--- src/hdl/rts_pkg.sv ---
`default_nettype none

package rts_pkg;

   localparam int TASK_COUNT = 8;
   localparam int TICK_SHIFT = 5;
   localparam int IDX_W      = (TASK_COUNT > 1) ? $clog2(TASK_COUNT) : 1;

   localparam logic [30:0] HORIZON_RESET = 31'd60000;

   localparam logic CMD_SCHEDULE = 1'b0;
   localparam logic CMD_WRITE    = 1'b1;

   typedef logic [IDX_W-1:0] idx_type;

   typedef struct packed {
      logic [7:0]         code;
      logic [7:0]         reserve;
      logic [7:0]         latency;
      logic signed [31:0] remaining;
   } entry_type;

   typedef struct packed {
      logic    start;
      logic    age;
      logic    pick;
      idx_type idx;
   } scan_ctrl_type;

   typedef struct packed {
      logic               found;
      idx_type            idx;
      logic signed [31:0] next_time;
   } pick_type;

   function automatic logic signed [31:0] sat33(input logic signed [32:0] s);
      logic signed [31:0] r;
      if (s[32] != s[31]) begin
         r = s[32] ? 32'sh8000_0000 : 32'sh7fff_ffff;
      end else begin
         r = s[31:0];
      end
      return r;
   endfunction

endpackage

`default_nettype wire

--- src/hdl/rts_cell.sv ---
`default_nettype none

module rts_cell (
   input  wire logic              clock,
   input  wire logic              reset,
   input  wire logic              shift_en,
   input  wire logic              load_en,
   input  wire rts_pkg::entry_type shift_in,
   input  wire rts_pkg::entry_type load_data,
   output      rts_pkg::entry_type entry
);
   import rts_pkg::*;

   entry_type entry_ff;
   entry_type entry_in;

   always_comb begin
      entry_in = entry_ff;
      if (load_en) begin
         entry_in = load_data;
      end else if (shift_en) begin
         entry_in = shift_in;
      end
   end

   always_ff @(posedge clock) begin
      if (reset) begin
         entry_ff <= '0;
      end else begin
         entry_ff <= entry_in;
      end
   end

   assign entry = entry_ff;

endmodule

`default_nettype wire

--- src/hdl/rts_scan.sv ---
`default_nettype none

module rts_scan (
   input  wire logic                 clock,
   input  wire logic                 reset,
   input  wire rts_pkg::scan_ctrl_type ctrl,
   input  wire rts_pkg::entry_type    head,
   input  wire logic [15:0]          elapsed,
   input  wire logic [30:0]          horizon,
   output      rts_pkg::entry_type    aged,
   output      rts_pkg::pick_type     pick
);
   import rts_pkg::*;

   logic signed [31:0] next_ff;
   idx_type            sel_ff;
   logic [7:0]         res_ff;
   logic               found_ff;
   idx_type            pre_idx_ff;
   logic signed [31:0] pre_time_ff;
   logic               pre_found_ff;

   logic [15:0]        eff_elapsed;
   logic signed [31:0] aged_time;
   logic               active;
   logic [31:0]        res_clk;
   logic               preempts;

   assign eff_elapsed = ctrl.age ? elapsed : 16'd0;
   assign aged_time   = sat33(signed'({head.remaining[31], head.remaining})
                              - signed'({17'd0, eff_elapsed}));
   assign active      = (head.code != 8'd0);
   assign res_clk     = 32'(res_ff) << TICK_SHIFT;
   assign preempts    = found_ff && active && (ctrl.idx < sel_ff) &&
                        ((head.latency < res_ff) || (head.remaining < signed'(res_clk)));

   always_comb begin
      aged           = head;
      aged.remaining = aged_time;
   end

   // soonest-task scan, then preemption scan; last hit is the lowest index
   always_ff @(posedge clock) begin
      if (reset) begin
         found_ff     <= 1'b0;
         pre_found_ff <= 1'b0;
      end else if (ctrl.start) begin
         found_ff     <= 1'b0;
         pre_found_ff <= 1'b0;
      end else if (ctrl.age && active) begin
         if (aged_time <= next_ff) begin
            found_ff <= 1'b1;
         end else if (aged_time <= 32'sd0) begin
            found_ff <= 1'b1;
         end
      end else if (ctrl.pick && preempts) begin
         pre_found_ff <= 1'b1;
      end
   end

   always_ff @(posedge clock) begin
      if (ctrl.start) begin
         next_ff <= signed'({1'b0, horizon});
      end else if (ctrl.age && active) begin
         if (aged_time <= next_ff) begin
            next_ff <= aged_time;
            sel_ff  <= ctrl.idx;
            res_ff  <= head.reserve;
         end else if (aged_time <= 32'sd0) begin
            sel_ff  <= ctrl.idx;
            res_ff  <= head.reserve;
         end
      end else if (ctrl.pick && preempts) begin
         pre_idx_ff  <= ctrl.idx;
         pre_time_ff <= head.remaining;
      end
   end

   always_comb begin
      pick.found     = found_ff;
      pick.idx       = pre_found_ff ? pre_idx_ff : sel_ff;
      pick.next_time = pre_found_ff ? pre_time_ff : next_ff;
   end

endmodule

`default_nettype wire

--- src/hdl/reserving_task_scheduler_top.sv ---
// channel  | direction | handshake             | payload
// req      | in        | req_valid / req_ready | command, elapsed, slot, event_code,
//          |           |                       | reserve, latency, next_time
// rsp      | out       | rsp_valid / rsp_ready | selected_task, task_valid, time_to_next
// csr      | in        | csr_wr_en             | horizon_limit (31 bit)
//
// a write item gives no result
// a schedule item rotates the task ring twice, one task per cycle per pass,
// and its result is registered once the second pass ends and the rsp register is free
// no new item is taken while a pass runs; a result waiting on rsp_ready does not
// block req, but a second finished pass waits in done with req_ready low
// synchronous active-high reset empties the task table and sets horizon to 60000
`default_nettype none

module reserving_task_scheduler_top (
   input  wire logic               clock,
   input  wire logic               reset,
   input  wire logic               req_valid,
   output      logic               req_ready,
   input  wire logic               req_command,
   input  wire logic [15:0]        req_elapsed,
   input  wire logic [2:0]         req_slot,
   input  wire logic [7:0]         req_event_code,
   input  wire logic [7:0]         req_reserve,
   input  wire logic [7:0]         req_latency,
   input  wire logic signed [31:0] req_next_time,
   output      logic               rsp_valid,
   input  wire logic               rsp_ready,
   output      logic [2:0]         rsp_selected_task,
   output      logic               rsp_task_valid,
   output      logic signed [31:0] rsp_time_to_next,
   input  wire logic               csr_wr_en,
   input  wire logic [30:0]        csr_wr_data
);
   import rts_pkg::*;

   localparam logic [1:0] ST_IDLE  = 2'd0;
   localparam logic [1:0] ST_PASS1 = 2'd1;
   localparam logic [1:0] ST_PASS2 = 2'd2;
   localparam logic [1:0] ST_DONE  = 2'd3;

   localparam idx_type LAST_IDX = IDX_W'(TASK_COUNT - 1);

   logic [1:0]         state_ff, state_in;
   idx_type            count_ff, count_in;
   logic [15:0]        elapsed_ff;
   logic [30:0]        horizon_ff;
   logic               rsp_valid_ff;
   logic [2:0]         rsp_sel_ff;
   logic               rsp_found_ff;
   logic signed [31:0] rsp_time_ff;

   logic               req_xfer;
   logic               wr_en;
   logic               start;
   logic               shift_en;
   logic               out_load;
   entry_type          wr_entry;
   entry_type          cell_q [TASK_COUNT];
   entry_type          ring_in [TASK_COUNT];
   entry_type          aged;
   scan_ctrl_type      ctrl;
   pick_type           pick;

   assign req_ready = (state_ff == ST_IDLE);
   assign req_xfer  = req_valid && req_ready;
   assign wr_en     = req_xfer && (req_command == CMD_WRITE);
   assign start     = req_xfer && (req_command == CMD_SCHEDULE);
   assign shift_en  = (state_ff == ST_PASS1) || (state_ff == ST_PASS2);
   assign out_load  = (state_ff == ST_DONE) && (!rsp_valid_ff || rsp_ready);

   always_comb begin
      wr_entry.code      = req_event_code;
      wr_entry.reserve   = req_reserve;
      wr_entry.latency   = req_latency;
      wr_entry.remaining = sat33(signed'({req_next_time[31], req_next_time})
                                 + signed'({17'd0, req_elapsed}));
   end

   // ring turns toward higher index; the last cell feeds the scan unit
   always_comb begin
      ring_in[0] = aged;
      for (int k = 1; k < TASK_COUNT; k++) begin
         ring_in[k] = cell_q[k-1];
      end
   end

   for (genvar k = 0; k < TASK_COUNT; k++) begin : g_cell
      rts_cell u_cell (
         .clock     (clock),
         .reset     (reset),
         .shift_en  (shift_en),
         .load_en   (wr_en && (32'(req_slot) == k)),
         .shift_in  (ring_in[k]),
         .load_data (wr_entry),
         .entry     (cell_q[k])
      );
   end

   always_comb begin
      ctrl.start = start;
      ctrl.age   = (state_ff == ST_PASS1);
      ctrl.pick  = (state_ff == ST_PASS2);
      ctrl.idx   = LAST_IDX - count_ff;
   end

   rts_scan u_scan (
      .clock   (clock),
      .reset   (reset),
      .ctrl    (ctrl),
      .head    (cell_q[TASK_COUNT-1]),
      .elapsed (elapsed_ff),
      .horizon (horizon_ff),
      .aged    (aged),
      .pick    (pick)
   );

   always_comb begin
      state_in = state_ff;
      count_in = count_ff;
      case (state_ff)
         ST_IDLE: begin
            if (start) begin
               state_in = ST_PASS1;
               count_in = '0;
            end
         end
         ST_PASS1: begin
            count_in = count_ff + 1'b1;
            if (count_ff == LAST_IDX) begin
               state_in = ST_PASS2;
               count_in = '0;
            end
         end
         ST_PASS2: begin
            count_in = count_ff + 1'b1;
            if (count_ff == LAST_IDX) begin
               state_in = ST_DONE;
               count_in = '0;
            end
         end
         ST_DONE: begin
            if (out_load) begin
               state_in = ST_IDLE;
            end
         end
         default: begin
            state_in = ST_IDLE;
            count_in = '0;
         end
      endcase
   end

   always_ff @(posedge clock) begin
      if (reset) begin
         state_ff     <= ST_IDLE;
         count_ff     <= '0;
         horizon_ff   <= HORIZON_RESET;
         rsp_valid_ff <= 1'b0;
      end else begin
         state_ff <= state_in;
         count_ff <= count_in;
         if (csr_wr_en) begin
            horizon_ff <= csr_wr_data;
         end
         if (out_load) begin
            rsp_valid_ff <= 1'b1;
         end else if (rsp_ready) begin
            rsp_valid_ff <= 1'b0;
         end
      end
   end

   always_ff @(posedge clock) begin
      if (start) begin
         elapsed_ff <= req_elapsed;
      end
      if (out_load) begin
         rsp_sel_ff   <= pick.found ? 3'(pick.idx) : 3'd0;
         rsp_found_ff <= pick.found;
         rsp_time_ff  <= pick.next_time;
      end
   end

   assign rsp_valid         = rsp_valid_ff;
   assign rsp_selected_task = rsp_sel_ff;
   assign rsp_task_valid    = rsp_found_ff;
   assign rsp_time_to_next  = rsp_time_ff;

`ifndef ASSERT_OFF
   a_rsp_from_done: assert property (@(posedge clock) disable iff (reset)
      $rose(rsp_valid_ff) |-> $past(state_ff) == ST_DONE)
      else $error("result raised outside of done state");

   a_pass_handoff: assert property (@(posedge clock) disable iff (reset)
      (state_ff == ST_PASS1 && count_ff == LAST_IDX) |=>
      (state_ff == ST_PASS2 && count_ff == '0))
      else $error("first pass did not hand off to second pass");

   a_no_task_sel: assert property (@(posedge clock) disable iff (reset)
      (rsp_valid_ff && !rsp_found_ff) |-> rsp_sel_ff == 3'd0)
      else $error("nonzero index without a selected task");

   a_no_write_in_pass: assert property (@(posedge clock) disable iff (reset)
      (state_ff != ST_IDLE) |-> !wr_en)
      else $error("task write during a scheduling pass");
`endif

endmodule

`default_nettype wire

--- config.mk ---
export PLATFORM = sky130hd
export DESIGN_NAME = reserving_task_scheduler_top
export DESIGN_NICKNAME = d
export VERILOG_FILES = /design/src/hdl/rts_pkg.sv /design/src/hdl/rts_cell.sv /design/src/hdl/rts_scan.sv /design/src/hdl/reserving_task_scheduler_top.sv
export SDC_FILE = /design/constraint.sdc
export NUM_CORES = 1
export LEC_CHECK = 0
export BUFFER_PORTS_ARGS = -buffer_cell sky130_fd_sc_hd__clkbuf_2
export CAP_MARGIN = 40
export CORE_UTILIZATION = 46
export CTS_CLUSTER_SIZE = 10
export DETAILED_ROUTE_END_ITERATION = 8
export GPL_TIMING_DRIVEN = 0
export PLACE_DENSITY = 0.65
export SLEW_MARGIN = 30
export SYNTH_ARGS = -nofsm -noshare
export SYNTH_HDL_FRONTEND = slang
export SYNTH_SLANG_ARGS = --single-unit
--- constraint.sdc ---
create_clock -name clock -period 6.52 [get_ports clock]
set_input_delay 0.978 -clock clock [delete_from_list [all_inputs] [get_ports clock]]
set_output_delay 0.978 -clock clock [all_outputs]
set_load 0.05 [all_outputs]
==> summary.txt <==
Synth async-reset ratio: 0%
Worst Hold Class: flop to flop
Unique masters post-synth: 84
Yosys top cell area share: 32.1%
Number of synthesized flops with an enable pin: 129
Rows: 93
Status: finished, final reports clean
CP required: 6840 ps
1st-pass router iterations: 7
Crit Path Class: flop to flop
Root Buffer: clkbuf_16
Slowest CP cell: a222oi_1
Initial DRC Count: 2311
Final Hold Vio Count: 0
Measured slew at the worst slew-check pin: 970 ps
Worst hold path depth: 0
Vert. Die Dim: 259 um
R2r startpoint: state_ff[1]$_SDFFE_PP0P_
R2r setup slk: 30 ps
First-pass GRT wire length: 158000 um
Detailed-route via count: 26100
Die Wd: 259 um
Largest net degree at the start of global routing: 26
Initial antenna violation count: 5
Cell Int Power: 11.5 mW
Post-synth net total: 3380
Worst EP arrival: 6810 ps
Final Slew Violations: 0
GPL Wtd Cong: 0.981
Final Cycle Share: 99.5%
Critical Path Fanout Max: 8
Post-layout util: 54.6%
Count of non-filler cells in the finished layout: 4333
Clk_skew: 30.9 ps
# DRC: 0
Synthesis-stage register bit count: 617
R2r endpoint: u_scan.res_ff[5]$_DFFE_PP_
GR Overflow Total: 0
Clk slew on worst S/H paths: 60 ps
Placed insts: 4175
Most Frequent Cell on Critical Path: buf_6
Post-route ant nets: 0
Critical Path End Type: flop
CTS Buf Count: 73
Met2 Resource Use GR: 50.8%
Ys flop type: dfxtp_1
Static Leak: 13.3 nW
WL per Instance: 24.5 um
Vias in the first global route: 25200
Sequential power share: 23.3%
Number of max-cap violations: 0
Layout cells sized above 1: 13.3%
Mean Syn Cell Area: 9.59 um^2
Total net switching power: 9.14 mW
Clock Latency Late Sink: 640 ps
Sw Ratio: 44.2%
Area growth syn-to-layout: 16.5%
FILL cells: 5894
Critical Path Source Type: flop
Top cells by area, synth: dfxtp_1, edfxtp_1, a211oi_1
Fin crit period: 6490 ps
Final setup TNS: 0 ps
Hold EP: u_scan.pre_time_ff[31]$_DFFE_PP_
Post-synth design cell area: 30400 um^2
GRT Overall Usage: 31.0%
Grt met3 use: 5.52%
Die area: 67200 um^2
Most Crowded Layer GR: met2
Max IR drop VDD: 0.527 mV
Post-Syn Instances: 3176
I/O pin count: 150
Port bufs: 122
Final Routed Wirelength: 106000 um
Hold Startpoint: g_cell[7].u_cell.entry[31]$_SDFFE_PP0P_
# H-tree levels: 3
Initial Utilization: 46.9%
Pwr Density: 582 nW/um^2
Share of the yosys chip area belonging to registers: 44.8%
# clock sinks: 617
Crit-path max cell delay: 620 ps
DP HPWL: 79300 um
GRT met1 Usage: 39.7%
Setup Viol. Count Final: 0
Core area: 64900 um^2
Via/cell ratio: 6.02
Slew HR: 35.4%
Clk pwr share: 18.2%
Nets: 3652
Max clock buf depth: 3
Post-synth top area cell: dfxtp_1
Combinational power share: 58.5%
Max Freq: 154 MHz
R2R depth: 28
CTS tree: done
Synth warnings: 0
[final cells by class]
class,instances,area [um^2],share of cell area (%)
Inverter,79,297,0.836
Sequential cell,617,13600,38.5
Multi-Input combinational cell,2211,16000,45.0
Clock inverter,6,82.6,0.233
Buffer,268,1130,3.19
Antenna cell,1,2.50,0.00705
Timing Repair Buffer,198,1270,3.58
Tap cell,855,1070,3.01
Clock buffer,98,2010,5.67
[registers in the layout, summed over array words and instances, names as in the netlist, 8 cells and up]
name                 cells
rsp_time_to_next        32
u_scan.res_ff            8
g_cell.u_cell.entry    448
elapsed_ff              16
horizon_ff              31
u_scan.pre_time_ff      32
u_scan.next_ff          32
[synth_stat cells (4+ instances only)]
master and n:
nand2b_1 9, inv_1 79, a221oi_1 46, a211oi_1 510, ha_1 90, and3_1 8
mux2_2 5, o21ai_1 5, nor2b_1 126, mux2i_1 353, nand4_1 17, nand3_1 29
a21o_1 29, xnor2_1 20, o31ai_1 6, or2_2 8, dfxtp_1 488, buf_1 18
and2_1 10, o221ai_2 6, o21a_1 23, o2111ai_1 4, clkbuf_2 26, edfxtp_1 129
a21oi_2 4, o311ai_0 4, or3_1 10, a211o_1 10, a31oi_1 10, or4_1 4
o21ai_0 56, a21oi_1 91, nand2_1 157, o31ai_2 4, o21bai_2 8, nor3_1 26
buf_2 12, o211ai_1 17, nor4_1 6, o211a_1 5, nor2_1 416, clkbuf_1 209
xor2_1 22
[timing repair]
action                                  4_1_cts  5_1_grt
hold buffers                                  0        0
buffers inserted                             14       32
endpoints found under the setup margin       44       44
pin swaps                                     9       27
gates cloned                                  1        0
gates resized for setup                      63       71
[layer usage]
| metal | up-vias | part of all wire [%] | routed length, um |
|---|---|---|---|
| met3 | 249 | 6.4 | 6750 |
| met2 | 976 | 46 | 49100 |
| li1 | 12300 | - | - |
| met5 | - | 0.041 | 44 |
| met4 | 6 | 4.7 | 5020 |
| met1 | 12600 | 43 | 45200 |
[through the flow]
| step | cell area, um^2 | hold WS [ps] | power, mW | setup WS [ps] |
|---|---|---|---|---|
| after global routing | 35500 | 442 | 21.6 | -66.5 |
| after CTS | 34900 | 414 | 19.2 | 0.141 |
| after floorplan | 30500 | 406 | 11.4 | 75.7 |
| after detailed placement | 32400 | 415 | 14.5 | -2160 |
| final | 35500 | 411 | 20.7 | 30.9 |
| after global placement | 32100 | 409 | 14.4 | -2410 |
[critical path, delay by kind of cell (launching register included)]
| kind | cells | cell delay [ps] |
|---|---|---|
| buffers and inverters | 7 | 920 |
| and+or+nand+nor | 4 | 820 |
| muxes | 1 | 290 |
| AOI/OAI and AO/OA | 11 | 2520 |
| xor gates and xnor gates | 1 | 150 |
| DFF | 1 | 340 |
| adders and majority gates | 4 | 1130 |
[how the worst max path moves through the flow]
stage	from	endpoint	slack [ps]	cells after the start
after floorplan	state_ff[1]$_SDFFE_PP0P_	u_scan.next_ff[0]$_DFFE_PP_	80	29
after global placement	state_ff[1]$_SDFFE_PP0P_	u_scan.res_ff[6]$_DFFE_PP_	-2410	30
after detailed placement	state_ff[1]$_SDFFE_PP0P_	u_scan.next_ff[10]$_DFFE_PP_	-2160	28
after CTS	state_ff[1]$_SDFFE_PP0P_	u_scan.res_ff[5]$_DFFE_PP_	0.1	29
after global routing	state_ff[1]$_SDFFE_PP0P_	u_scan.res_ff[5]$_DFFE_PP_	-70	30
final	state_ff[1]$_SDFFE_PP0P_	u_scan.res_ff[5]$_DFFE_PP_	30	28
[power by group through the flow]
stage / Sequential, mW / Combinational [mW] / Clock, mW
2_1_floorplan: 4.80 / 6.59 / 0
3_3_place_gp: 4.87 / 9.52 / 0
3_5_place_dp: 4.88 / 9.67 / 0
4_1_cts: 4.80 / 10.6 / 3.79
5_1_grt: 4.85 / 12.8 / 3.92
6_report: 4.81 / 12.1 / 3.76
[cells by family (layout without fill, tap and decap cells)]
family,after synthesis,after routing,synth area share [%]
muxes,358,358,11.8
other,0,1,0
DFF,617,617,44.8
AOI/OAI and AO/OA,875,875,21.2
and+or+nand+nor,842,843,12.6
buffers and inverters,349,649,4.55
adders and majority gates,92,92,3.83
xor gates and xnor gates,43,43,1.26
[placed cells by master, fill, tap and decap left out, types with 22 or more instances in the layout]
| cell | n |
|---|---|
| nor2b_1 | 124 |
| buf_4 | 50 |
| inv_1 | 74 |
| clkbuf_1 | 220 |
| buf_6 | 22 |
| a221oi_1 | 45 |
| nor2_1 | 408 |
| dfxtp_1 | 486 |
| edfxtp_1 | 129 |
| nor3_1 | 24 |
| mux2i_1 | 353 |
| a211oi_1 | 508 |
| clkbuf_16 | 75 |
| clkbuf_2 | 153 |
| o21ai_0 | 50 |
| xor2_1 | 22 |
| nand2_1 | 151 |
| nand3_1 | 29 |
| a21oi_1 | 73 |
| a21o_1 | 29 |
| ha_1 | 81 |
No activity file was read; power rests on OpenSTA's default activity.
